File: config.mk
export PLATFORM = sky130hd
export DESIGN_NAME = cbpm_ctrl
export DESIGN_NICKNAME = d
export VERILOG_FILES = /design/src/rtl/cbpm_pkg.sv /design/src/rtl/cbpm_ctrl.sv
export SDC_FILE = /design/constraint.sdc
export NUM_CORES = 1
export LEC_CHECK = 0
export ABC_AREA = 1
export BUFFER_PORTS_ARGS = -buffer_cell sky130_fd_sc_hd__buf_2
export CAP_MARGIN = 40
export CORE_AREA = 3 3 40 42
export CTS_BUF_LIST = sky130_fd_sc_hd__clkbuf_4 sky130_fd_sc_hd__clkbuf_8 sky130_fd_sc_hd__clkbuf_16
export DETAILED_ROUTE_END_ITERATION = 10
export DIE_AREA = 0 0 43 45
export SKIP_LAST_GASP = 1
export SYNTH_ARGS = -nofsm -noshare
export SYNTH_HDL_FRONTEND = slang
export SYNTH_SLANG_ARGS = --single-unit
File: constraint.sdc
create_clock -name clk_i -period 0.81 [get_ports clk_i]
set_input_delay 0.1215 -clock clk_i [delete_from_list [all_inputs] [get_ports clk_i]]
set_output_delay 0.1215 -clock clk_i [all_outputs]
set_load 0.005 [all_outputs]
File: src/rtl/cbpm_pkg.sv
`timescale 1ns / 1ps

package cbpm_pkg;

  // Operation codes carried with each input transaction.
  typedef enum logic [1:0] {
    OP_TEXT  = 2'd0,
    OP_START = 2'd1,
    OP_MAP   = 2'd2,
    OP_NONE  = 2'd3
  } op_e;

  // Query sequencer states.
  typedef enum logic [1:0] {
    ST_IDLE,
    ST_STEP,
    ST_CMP,
    ST_OFF
  } state_e;

  // Result kinds.
  localparam logic KIND_BYTE = 1'b0;
  localparam logic KIND_MAP  = 1'b1;

  // Reset value of the invisible byte register (ASCII space).
  localparam logic [7:0] INVISIBLE_RESET = 8'd32;

  // Commands from the controller to the datapath.
  typedef struct packed {
    logic accept;    // input transaction taken this cycle
    logic rd_mid;    // read the table at the search midpoint instead of the low bound
    logic step_cmp;  // narrow the search bounds using the entry just read
    logic load_map;  // load the mapped position into the output register
  } cmd_t;

  // Status from the datapath to the controller.
  typedef struct packed {
    logic out_free;     // output register can take a result this cycle
    logic table_empty;  // no pairs recorded
    logic narrow;       // search bounds have closed to a single entry
  } status_t;

endpackage

File: src/rtl/cbpm_ctrl.sv
`timescale 1ns / 1ps

module cbpm_ctrl (
  input  logic               clk_i,
  input  logic               rst_ni,
  input  logic               in_valid_i,
  input  logic [1:0]         operation_i,
  input  cbpm_pkg::status_t  status_i,
  output logic               in_ready_o,
  output cbpm_pkg::cmd_t     cmd_o
);
  import cbpm_pkg::*;

  state_e state_q, state_d;
  logic   take;

  // State register.
  always_ff @(posedge clk_i or negedge rst_ni) begin
    if (!rst_ni) begin
      state_q <= ST_IDLE;
    end else begin
      state_q <= state_d;
    end
  end

  // Next state and commands. Text bytes, start operations and queries on an empty
  // table finish in the cycle they are taken; any other query walks the table by binary search.
  always_comb begin
    state_d    = state_q;
    cmd_o      = '0;
    in_ready_o = 1'b0;
    take       = 1'b0;
    case (state_q)
      ST_IDLE: begin
        in_ready_o   = status_i.out_free;
        take         = in_valid_i && status_i.out_free;
        cmd_o.accept = take;
        if (take && (operation_i == OP_MAP) && !status_i.table_empty) begin
          state_d = ST_STEP;
        end
      end
      ST_STEP: begin
        cmd_o.rd_mid = !status_i.narrow;
        state_d      = status_i.narrow ? ST_OFF : ST_CMP;
      end
      ST_CMP: begin
        cmd_o.step_cmp = 1'b1;
        state_d        = ST_STEP;
      end
      ST_OFF: begin
        if (status_i.out_free) begin
          cmd_o.load_map = 1'b1;
          state_d        = ST_IDLE;
        end
      end
      default: begin
        state_d = ST_IDLE;
      end
    endcase
  end

endmodule

==> impl_metrics.env <==
export IMPL_critPathCaptureType="output pin"
export IMPL_status="finished, violations left"
export IMPL_clock_skew_final_ns=0.000173
export IMPL_layout_nets=52
export IMPL_criticalPathCategory="register to output pin"
export IMPL_largest_register="state_q"
export IMPL_drc=0
export IMPL_final_common_cell="buf_2"
export IMPL_violations="negative setup slack"
export IMPL_critPathMaxFanout=4
export IMPL_drive_above_1_share_pct=54.8
export IMPL_post_route_min_period_ns=1.13
export IMPL_netlist_instances=25
export IMPL_post_route_period_util_pct=139
export IMPL_cts_clk_slew_worst_paths_ns=0.03
export IMPL_fin_tns_setup_ns=-1.42
export IMPL_die_area_um2=1940
export IMPL_dpl_cell_area_um2=235
export IMPL_die_w_um=43
export IMPL_synth_seq_cells=2
export IMPL_clock_path_buffers=2
export IMPL_routedWlPerCell_um=7.11
export IMPL_fmax_mhz=889
export IMPL_rows=13
export IMPL_largest_register_ffs=2
export IMPL_synth_avg_cell_area_um2=6.26
export IMPL_grtUsageTotal_pct=5.75
export IMPL_crit_arrival_ns=1.00
export IMPL_cp_required_ns=0.69
export IMPL_antenna_left=0
export IMPL_cts_tree="done"
export IMPL_synth_net_count=33
export IMPL_dp_hpwl_um=315
export IMPL_start_util_pct=12.2
export IMPL_wirelength_um=405
export IMPL_p_leak_nw=0.167
export IMPL_peakVddDrop_mv=1.12
export IMPL_vias=208
export IMPL_hold_viol=0
export IMPL_area_growth_synth_to_final_pct=78.4
export IMPL_htreeDepth=1
export IMPL_slew_headroom_pct=89.7
export IMPL_setup_ws_ns=-0.315
export IMPL_synth_distinct_cells=11
export IMPL_preCtsSetupSlack_ns=-0.125
export IMPL_drv_slew=0
export IMPL_ios=13
export IMPL_numClockSinks=2
export IMPL_portBuffers=12
export IMPL_reg_top3="state_q: 2 flops"
export IMPL_grt_max_degree=7
export IMPL_drtPass1Iterations=3
export IMPL_reg2reg_depth=4
export IMPL_synth_seq_area_share_pct=32.0
export IMPL_insertion_delay_ns=0.23
export IMPL_routed_via_density=3.65
export IMPL_core_area_um2=1280
export IMPL_diodes=0
export IMPL_final_cell_mix="buf_2 (12), inv_1 (5), nand2_1 (4)"
export IMPL_antenna_found_initial=0
export IMPL_die_y_um=45
export IMPL_min_path_cells=2
export IMPL_setup_viol=6
export IMPL_hp_class="input port to register"
export IMPL_syn_cell_area_um2=156
export IMPL_grt_overflow_total=0
export IMPL_design_area_um2=279
export IMPL_grt_pass1_wl_um=745
export IMPL_numCtsBuffers=3
export IMPL_ys_warn_count=0
export IMPL_rsz0062_at_grt="yes"
export IMPL_power_density_nw_per_um2=2950
export IMPL_grt_pass1_vias=205
export IMPL_max_cap_violations=0
export IMPL_root_buffer="clkbuf_4"
export IMPL_place_gp_congestion=0.669
export IMPL_tightest_slew_ns=0.155
export IMPL_start_kind="register"
export IMPL_drt_iter0_markers=1
==> power breakdown <==
group          switching, mW  internal (mW)
registers             0.0763          0.158
logic                  0.186          0.179
clock network         0.0609          0.164
==> logic make-up after synthesis <==
logic type / Yosys count / synth area share [%]
AND/OR/NAND/NOR: 13 / 42.4
buffers and inverters: 8 / 19.2
flip-flops: 2 / 32.0
AO/OA/AOI/OAI: 2 / 6.39
==> final timing paths <==
path / to / slack, ns / startpoint
worst max register to register: state_q[0] / -0.03 / state_q[0]
max in group asynchronous: state_q[1] / 0.50 / rst_ni
min in group asynchronous: state_q[0] / 0.21 / rst_ni
worst min register to register: state_q[1] / 0.52 / state_q[1]
worst max-delay path: in_ready_o / -0.32 / state_q[0]
worst min-delay path: state_q[1] / 0.1 / status_i[2]
==> worst max-delay path, cell delays in order, from the launching register on <==
cell and delay, ns:
dfrtp_1 0.41, nor2_2 0.15, inv_2 0.04, nor2_1 0.07, buf_2 0.11
==> per-layer routing <==
metal  up-vias  routed length [um]  GRT usage (%)
li1        108                   -              -
met2        10                 191           7.49
met3         2                  31           2.39
met4         0                  18           9.04
met5         -                   0              0
met1        88                 163           5.56
==> final cells by class <==
type                    count  area [um^2]
clock buffers               3         22.5
flip-flops and latches      2         51.3
inverters                   8         30.0
multi-input cells          15         78.8
fillers                   146         1010
repair buffers             14         77.6
well taps                  15         18.8
==> stage by stage <==
stage	hold slack (ns)	util, %	std cells	total power [mW]
after floorplan	-0.174	-	25	0.417
after global placement	-0.0928	18.3	52	0.542
after detailed placement	-0.0913	18.3	52	0.542
after CTS	0.0949	21.7	57	0.840
after global routing	0.104	21.7	57	0.922
final	0.0985	21.7	57	0.824
==> cell usage after synthesis <==
library cell | number | share of area, %
inv_1 | 6 | 14
inv_2 | 2 | 4.8
nor2_1 | 4 | 9.6
a21oi_1 | 1 | 3.2
nor2_4 | 1 | 7.2
o21ai_1 | 1 | 3.2
nand2_1 | 4 | 9.6
nor3_1 | 1 | 3.2
nor3_2 | 1 | 6.4
nand3_1 | 2 | 6.4
dfrtp_1 | 2 | 32
==> what timing repair did <==
item                                    CTS  global route
hold endpoints to repair                  2             0
hold buffers                              1             0
gates resized for setup                   2             1
setup buffers                             1             0
endpoints found under the setup margin    6             6
pin swaps                                 2             2
(Power assumes the default switching activity.)
